## config.mk

```make
export PLATFORM = sky130hd
export DESIGN_NAME = sequential_list_engine
export DESIGN_NICKNAME = d
export VERILOG_FILES = /design/src/hw/rtl/sle_pkg.sv /design/src/hw/rtl/sle_cell.sv /design/src/hw/rtl/sequential_list_engine.sv
export VERILOG_INCLUDE_DIRS = /design/src /design/src/hw/rtl
export SDC_FILE = /design/constraint.sdc
export NUM_CORES = 1
export LEC_CHECK = 0
export CAP_MARGIN = 20
export CORE_MARGIN = 8
export CORE_UTILIZATION = 37
export CTS_BUF_LIST = sky130_fd_sc_hd__clkbuf_8 sky130_fd_sc_hd__clkbuf_16
export DETAILED_ROUTE_END_ITERATION = 10
export DONT_BUFFER_PORTS = 1
export GPL_TIMING_DRIVEN = 0
export MAX_ROUTING_LAYER = met4
export PLACE_DENSITY = 0.59
export SLEW_MARGIN = 20
export SYNTH_ARGS = -nofsm -noshare
export SYNTH_HDL_FRONTEND = slang
export SYNTH_SLANG_ARGS = --single-unit
```

## constraint.sdc

```tcl
create_clock -name clock -period 12.61 [get_ports clock]
set_input_delay 3.1525 -clock clock [delete_from_list [all_inputs] [get_ports clock]]
set_output_delay 3.1525 -clock clock [all_outputs]
set_load 0.005 [all_outputs]
```

## src/hw/rtl/sequential_list_engine_defines.svh

```systemverilog
// ----------------------------------------------------------------------------
// Sequential list engine assertion macros
// Shared helpers for the concurrent checks in the list engine module.
// ----------------------------------------------------------------------------
`ifndef SEQUENTIAL_LIST_ENGINE_DEFINES_SVH
`define SEQUENTIAL_LIST_ENGINE_DEFINES_SVH

// Implication checked at every rising edge outside reset.
`define SLE_ASSERT_IMP(label, clk, rst, ante, cons, msg) \
   label: assert property (@(posedge clk) disable iff (rst) (ante) |-> (cons)) \
      else $error(msg);

// Implication whose consequence is checked in the cycle after the antecedent.
`define SLE_ASSERT_NEXT(label, clk, rst, ante, cons, msg) \
   label: assert property (@(posedge clk) disable iff (rst) (ante) |=> (cons)) \
      else $error(msg);

// Plain invariant.
`define SLE_ASSERT_ALWAYS(label, clk, rst, cond, msg) \
   label: assert property (@(posedge clk) disable iff (rst) (cond)) \
      else $error(msg);

`endif

```

## src/hw/rtl/sle_pkg.sv

```systemverilog
// ----------------------------------------------------------------------------
// Sequential list engine package
// Opcodes, status codes, field widths and the cell command type.
// ----------------------------------------------------------------------------
package sle_pkg;

   localparam int OPCODE_W   = 3;
   localparam int POSITION_W = 5;
   localparam int WORD_W     = 32;
   localparam int STATUS_W   = 2;
   localparam int COUNT_W    = 5;

   localparam logic [OPCODE_W-1:0] OP_PUSH_BACK  = 3'd0;
   localparam logic [OPCODE_W-1:0] OP_PUSH_FRONT = 3'd1;
   localparam logic [OPCODE_W-1:0] OP_POP_BACK   = 3'd2;
   localparam logic [OPCODE_W-1:0] OP_POP_FRONT  = 3'd3;
   localparam logic [OPCODE_W-1:0] OP_INSERT     = 3'd4;
   localparam logic [OPCODE_W-1:0] OP_ERASE      = 3'd5;
   localparam logic [OPCODE_W-1:0] OP_READ       = 3'd6;

   localparam logic [STATUS_W-1:0] ST_DONE  = 2'd0;
   localparam logic [STATUS_W-1:0] ST_FULL  = 2'd1;
   localparam logic [STATUS_W-1:0] ST_EMPTY = 2'd2;
   localparam logic [STATUS_W-1:0] ST_RANGE = 2'd3;

   // Broadcast to every cell: open a slot or close one at the given position.
   typedef struct packed {
      logic open_slot;
      logic close_slot;
   } cell_cmd_type;

endpackage

```

## src/hw/rtl/sle_cell.sv

```systemverilog
// ----------------------------------------------------------------------------
// Sequential list engine cell
// Holds one list entry and moves it to or from its neighbours on a command.
// ----------------------------------------------------------------------------
module sle_cell #(
   parameter int INDEX = 0,
   parameter int POS_W = 5
) (
   input  logic                        clock,
   input  sle_pkg::cell_cmd_type       cmd,
   input  logic [POS_W-1:0]            pos,
   input  logic signed [31:0]          new_word,
   input  logic signed [31:0]          left_word,
   input  logic signed [31:0]          right_word,
   output logic signed [31:0]          entry_word,
   output logic signed [31:0]          read_word
);
   import sle_pkg::*;

   localparam logic [POS_W-1:0] MY_POS = POS_W'(INDEX);

   logic signed [WORD_W-1:0] entry_ff;
   logic signed [WORD_W-1:0] entry_in;

   always_comb begin
      entry_in = entry_ff;
      if (cmd.open_slot) begin
         if (MY_POS == pos) begin
            entry_in = new_word;
         end else if (MY_POS > pos) begin
            entry_in = left_word;
         end
      end else if (cmd.close_slot) begin
         if (MY_POS >= pos) begin
            entry_in = right_word;
         end
      end
   end

   always_ff @(posedge clock) begin
      entry_ff <= entry_in;
   end

   assign entry_word = entry_ff;
   // Only the addressed cell drives a non-zero word onto the read OR tree.
   assign read_word  = (MY_POS == pos) ? entry_ff : '0;

endmodule

```

## src/hw/rtl/sequential_list_engine.sv

```systemverilog
// ----------------------------------------------------------------------------
// Sequential list engine
// Bounded ordered list of signed words held in a row of shifting cells.
// ----------------------------------------------------------------------------
// Channel  Direction  Handshake               Payload
// req_     in         req_tvalid/req_tready   opcode, position, value
// rsp_     out        rsp_tvalid/rsp_tready   status, count, read_value
//
// One request is taken per cycle; moving cells shift in the same cycle as the
// request is accepted, so the rate is set by the single decode and shift step.
// The response is in the output register in the cycle after acceptance.
// The input stalls only while that output register holds an untaken response.
// Synchronous reset empties the list; no clearing pass is needed.
// ----------------------------------------------------------------------------
module sequential_list_engine #(
   parameter int CAPACITY = 16
) (
   input  logic        clock,
   input  logic        reset,
   input  logic        req_tvalid,
   output logic        req_tready,
   // [2:0] opcode, [7:3] position, [39:8] value
   input  logic [39:0] req_tdata,
   output logic        rsp_tvalid,
   input  logic        rsp_tready,
   // [1:0] status, [6:2] count, [38:7] read_value, [39] zero
   output logic [39:0] rsp_tdata
);
   import sle_pkg::*;

`include "sequential_list_engine_defines.svh"

   localparam int CNT_W = $clog2(CAPACITY + 1);
   localparam int POS_W = (CNT_W > POSITION_W) ? CNT_W : POSITION_W;
   localparam logic [POS_W-1:0] CAP_POS = POS_W'(CAPACITY);

   logic [OPCODE_W-1:0]      req_opcode;
   logic [POSITION_W-1:0]    req_position;
   logic signed [WORD_W-1:0] req_value;

   logic [CNT_W-1:0]         count_ff;
   logic [CNT_W-1:0]         count_in;
   logic                     rsp_valid_ff;
   logic                     rsp_valid_in;
   logic [STATUS_W-1:0]      rsp_status_ff;
   logic [STATUS_W-1:0]      rsp_status_in;
   logic [COUNT_W-1:0]       rsp_count_ff;
   logic [COUNT_W-1:0]       rsp_count_in;
   logic signed [WORD_W-1:0] rsp_word_ff;
   logic signed [WORD_W-1:0] rsp_word_in;

   logic                     req_accept;
   logic [POS_W-1:0]         pos_ext;
   logic [POS_W-1:0]         count_ext;
   logic [POS_W-1:0]         count_next_ext;
   logic                     list_full;
   logic                     list_empty;
   cell_cmd_type             cmd;
   cell_cmd_type             cell_cmd;
   logic [POS_W-1:0]         cmd_pos;
   logic [STATUS_W-1:0]      status;
   logic                     count_up;
   logic                     count_down;
   logic signed [WORD_W-1:0] read_word;

   logic signed [WORD_W-1:0] entry_word [CAPACITY];
   logic signed [WORD_W-1:0] cell_read  [CAPACITY];

   assign req_opcode   = req_tdata[2:0];
   assign req_position = req_tdata[7:3];
   assign req_value    = req_tdata[39:8];

   assign req_tready = !rsp_valid_ff || rsp_tready;
   assign req_accept = req_tvalid && req_tready;

   assign pos_ext    = POS_W'(req_position);
   assign count_ext  = POS_W'(count_ff);
   assign list_full  = (count_ext == CAP_POS);
   assign list_empty = (count_ff == '0);

   always_comb begin
      cmd        = '0;
      cmd_pos    = pos_ext;
      status     = ST_DONE;
      count_up   = 1'b0;
      count_down = 1'b0;
      unique case (req_opcode)
         OP_PUSH_BACK: begin
            if (list_full) begin
               status = ST_FULL;
            end else begin
               cmd.open_slot = 1'b1;
               cmd_pos       = count_ext;
               count_up      = 1'b1;
            end
         end
         OP_PUSH_FRONT: begin
            if (list_full) begin
               status = ST_FULL;
            end else begin
               cmd.open_slot = 1'b1;
               cmd_pos       = '0;
               count_up      = 1'b1;
            end
         end
         OP_POP_BACK: begin
            if (list_empty) begin
               status = ST_EMPTY;
            end else begin
               count_down = 1'b1;
            end
         end
         OP_POP_FRONT: begin
            if (list_empty) begin
               status = ST_EMPTY;
            end else begin
               cmd.close_slot = 1'b1;
               cmd_pos        = '0;
               count_down     = 1'b1;
            end
         end
         OP_INSERT: begin
            if (list_full) begin
               status = ST_FULL;
            end else if (pos_ext > count_ext) begin
               status = ST_RANGE;
            end else begin
               cmd.open_slot = 1'b1;
               count_up      = 1'b1;
            end
         end
         OP_ERASE: begin
            if (list_empty) begin
               status = ST_EMPTY;
            end else if (pos_ext >= count_ext) begin
               status = ST_RANGE;
            end else begin
               cmd.close_slot = 1'b1;
               count_down     = 1'b1;
            end
         end
         OP_READ: begin
            if (list_empty) begin
               status = ST_EMPTY;
            end else if (pos_ext >= count_ext) begin
               status = ST_RANGE;
            end
         end
         default: begin
         end
      endcase
   end

   assign cell_cmd.open_slot  = cmd.open_slot && req_accept;
   assign cell_cmd.close_slot = cmd.close_slot && req_accept;

   genvar g;
   generate
      for (g = 0; g < CAPACITY; g++) begin : g_cell
         logic signed [WORD_W-1:0] left_word;
         logic signed [WORD_W-1:0] right_word;
         if (g == 0) begin : g_first
            assign left_word = '0;
         end else begin : g_mid_l
            assign left_word = entry_word[g-1];
         end
         if (g == CAPACITY - 1) begin : g_last
            assign right_word = '0;
         end else begin : g_mid_r
            assign right_word = entry_word[g+1];
         end
         sle_cell #(
            .INDEX (g),
            .POS_W (POS_W)
         ) u_cell (
            .clock      (clock),
            .cmd        (cell_cmd),
            .pos        (cmd_pos),
            .new_word   (req_value),
            .left_word  (left_word),
            .right_word (right_word),
            .entry_word (entry_word[g]),
            .read_word  (cell_read[g])
         );
      end
   endgenerate

   always_comb begin
      read_word = '0;
      for (int i = 0; i < CAPACITY; i++) begin
         read_word = read_word | cell_read[i];
      end
   end

   always_comb begin
      count_in = count_ff;
      if (req_accept && count_up) begin
         count_in = count_ff + CNT_W'(1);
      end else if (req_accept && count_down) begin
         count_in = count_ff - CNT_W'(1);
      end
   end

   assign count_next_ext = POS_W'(count_in);

   always_comb begin
      rsp_valid_in  = rsp_valid_ff && !rsp_tready;
      rsp_status_in = rsp_status_ff;
      rsp_count_in  = rsp_count_ff;
      rsp_word_in   = rsp_word_ff;
      if (req_accept) begin
         rsp_valid_in  = 1'b1;
         rsp_status_in = status;
         rsp_count_in  = count_next_ext[COUNT_W-1:0];
         rsp_word_in   = (req_opcode == OP_READ && status == ST_DONE) ? read_word : '0;
      end
   end

   always_ff @(posedge clock) begin
      if (reset) begin
         count_ff     <= '0;
         rsp_valid_ff <= 1'b0;
      end else begin
         count_ff     <= count_in;
         rsp_valid_ff <= rsp_valid_in;
      end
   end

   always_ff @(posedge clock) begin
      rsp_status_ff <= rsp_status_in;
      rsp_count_ff  <= rsp_count_in;
      rsp_word_ff   <= rsp_word_in;
   end

   assign rsp_tvalid = rsp_valid_ff;
   assign rsp_tdata  = {1'b0, rsp_word_ff, rsp_count_ff, rsp_status_ff};

   `SLE_ASSERT_ALWAYS(a_count_bound, clock, reset, count_ext <= CAP_POS, "count above capacity")
   `SLE_ASSERT_NEXT(a_reject_keeps_count, clock, reset, req_accept && status != ST_DONE, count_ff == $past(count_ff), "rejected request changed count")
   `SLE_ASSERT_NEXT(a_grow_by_one, clock, reset, req_accept && cmd.open_slot, count_ff == $past(count_ff) + CNT_W'(1), "slot opened without count growth")
   `SLE_ASSERT_IMP(a_reject_zero_word, clock, reset, rsp_valid_ff && rsp_status_ff != ST_DONE, rsp_word_ff == '0, "rejected response carries a word")

endmodule

```

==> impl_metrics.json <==
{
  "min_period_over_period_pct": 63.86,
  "hold_viol_final": 0,
  "post-route-min-period_ns": 8.053,
  "worst_slew_pin_slew_ns": 1.306,
  "dieArea_um2": 96210,
  "wl_um": 147900,
  "setup_tns_ns": 0,
  "syn_area_um2": 32020,
  "areaGrowthSynthToFinish_pct": 13.38,
  "grt_antenna_before_repair": 3,
  "port_buffers": 0,
  "cts_resized": 0,
  "async_flop_share_pct": 0,
  "cts_root_buf": "clkbuf_16",
  "cts_hold_buf": 0,
  "fin_util_pct": 42.11,
  "rsz0062_at_grt": "no",
  "hpwl_um": 101600,
  "avgSynthCellArea_um2": 10.21,
  "synth_nets": 3188,
  "first_iter_violations": 4844,
  "die-width_um": 310.2,
  "clk_latency_ns": 0.64,
  "power_density_nw_per_um2": 133.6,
  "drtPass1Iterations": 8,
  "htreeDepth": 3,
  "wl_per_cell_um": 33.22,
  "p_total_w": 0.004848,
  "cts_setup_buffers": 0,
  "p_leak_nw": 14.81,
  "ys_seq_area_share_pct": 52.05,
  "gp_congestion": 1.008,
  "vias_per_cell": 6.480,
  "finalSetupViolCount": 0,
  "grt_overflow": 0,
  "ys.flop_type": "edfxtp_1",
  "cts_tree": "yes",
  "synthesis.instances": 3136,
  "boundaryPins": 86,
  "synth_compound_area_share_pct": 16.43,
  "drv_slew": 0,
  "max_stage_delay_ns": 0.82,
  "num_vias": 28848,
  "track_usage_pct": 30.62,
  "arrival_ns": 8.36,
  "hold_path_class": "register to register",
  "stdcell_count": 4452,
  "initial_core_util_pct": 37.14,
  "synth_edf_count": 551,
  "ir_drop_mv": 0.1069,
  "clk_path_buf_depth": 3,
  "dpl.cell_count": 4335,
  "crit_path_max_fanout": 17,
  "core.rowCount": 108,
  "synth-adder-area-share_pct": 0.3126,
  "ys_seq_elements": 557,
  "cp-start-kind": "primary input",
  "clock-sinks": 557,
  "yosys.area_share.simple_pct": 11.34,
  "synthMuxAreaShare_pct": 15.28,
  "critPathSlowestCell": "clkbuf_1",
  "hold-worst-slack_ns": 0.5613,
  "yosysWarningCount": 0,
  "cap_violations": 0,
  "critical_path_required_ns": 12.92,
  "num-nets-final": 3301,
  "path_class": "primary input to register",
  "worst-path-buf-inv": 6,
  "core_um2": 86210,
  "yosys.cell_count.top_type": "nand2_1",
  "yosysTopAreaCellShare_pct": 51.68,
  "yosysTopAreaCell": "edfxtp_1",
  "synth_cell_types": 67,
  "clk_pin_slew_ns": 0.06,
  "crit_family": "buffers and inverters",
  "cp-end-kind": "register",
  "synth_xor_area_share_pct": 0.1368,
  "ant_nets": 0,
  "drive_gt1_share_pct": 10.29,
  "die_y_um": 310.2,
  "ys_top_cells_by_count": "nand2_1, edfxtp_1, mux2i_1, o21ai_0, clkbuf_1",
  "outcome": "complete, no violations",
  "grt_pass1_wl_um": 204300,
  "drcViolationCount": 0,
  "grt_max_degree": 24,
  "max_freq_ghz": 0.1242,
  "path_cells": "buf_2 > nor2b_1 > a32o_1 > nor2_1 > buf_2 > clkbuf_1 > clkbuf_1 > o21ai_0 > nor2_4 > buf_16 > and2_4 > buf_12",
  "max_slew_margin_pct": 12.95,
  "fin_worst_skew_ns": 0.03243,
  "grt_pass1_vias": 27561,
  "synthTopCellsByArea": "edfxtp_1, mux2i_1, nand2_1",
  "synth_top_family_by_area": "compound AO/OA/AOI/OAI gates",
  "numCtsBuffers": 67
}
==> cell usage in the layout, fill, tap and decap left out, drive strengths merged, types with 14 or more instances in the layout <==
cell | netlist | routed
nand2 | 773 | 773
mux2 | 62 | 62
a31oi | 62 | 62
o22a | 30 | 30
inv | 17 | 33
a21oi | 138 | 138
edfxtp | 551 | 551
o21ai | 421 | 421
a22o | 32 | 32
nor2 | 56 | 56
clkinv | 0 | 27
a32oi | 34 | 34
a22oi | 91 | 91
nand3 | 14 | 14
clkbuf | 179 | 249
buf | 111 | 155
a211oi | 34 | 34
mux2i | 419 | 419
==> cell type report <==
type,instances,area [um^2]
Antenna cell,2,5.005
Buffer,290,1359
Clock buffer,70,1740
Clock inverter,45,202.7
Fill cell,8512,49910
Inverter,17,66.31
Multi-Input combinational cell,2272,14070
Sequential cell,557,16670
Tap cell,1155,1445
Timing Repair Buffer,44,752.0
==> report_power, final <==
group          internal (W)  switching (W)
Sequential          0.00213      0.0000540
Combinational      0.000238       0.000592
Clock              0.000992       0.000842
==> worst register-to-register path, delay by kind of cell (launching register included) <==
kind	cells	cell delay, ns
buffers and inverters	7	2.81
AO/OA/AOI/OAI	2	0.64
flip-flops	1	0.46
AND/OR/NAND/NOR	4	1.82
adder cells (fa/ha/maj)	1	0.30
==> per-layer routing <==
layer | vias up | share of wire (%) | wire length (um) | track usage, %
li1 | 11794 | - | - | -
met1 | 13970 | 37 | 54690 | 37.99
met2 | 2510 | 42 | 62310 | 43.85
met3 | 574 | 14 | 20760 | 9.910
met4 | 0 | 6.9 | 10160 | 17.22
met5 | - | 0 | 0 | -
==> sequential cells by signal, indices dropped and copies added (netlist names) <==
| signal | cells |
|---|---|
| count_ext | 5 |
| rsp_word_ff | 32 |
| rsp_status_ff | 2 |
| rsp_count_ff | 5 |
| rsp_tvalid | 1 |
| g_cell.u_cell.entry_word | 512 |
==> kinds of logic after synthesis <==
group,after synthesis
mux,481
simple gates,901
flops,557
xor+xnor,5
fa+ha+maj,8
buf+inv,307
other cells,1
compound gates,876
==> metrics by stage <==
step                      setup WS, ns  area [um^2]
final                            4.557        36300
after global routing             4.680        36300
after CTS                        4.917        36290
after detailed placement         4.281        34350
after global placement         -0.5012        33460
after floorplan                  4.853        32020
==> final timing paths <==
path	startpoint	to	slack [ns]	cells past startpoint
worst max-delay path	req_tdata[1]	g_cell[10].u_cell.entry_word[1]	4.56	12
worst min register to register	g_cell[15].u_cell.entry_word[3]	g_cell[14].u_cell.entry_word[3]	0.56	2
worst min-delay path	g_cell[15].u_cell.entry_word[3]	g_cell[14].u_cell.entry_word[3]	0.56	2
worst max register to register	count_ext[0]	g_cell[10].u_cell.entry_word[1]	6.22	14
No activity file was read; power rests on OpenSTA's default activity.
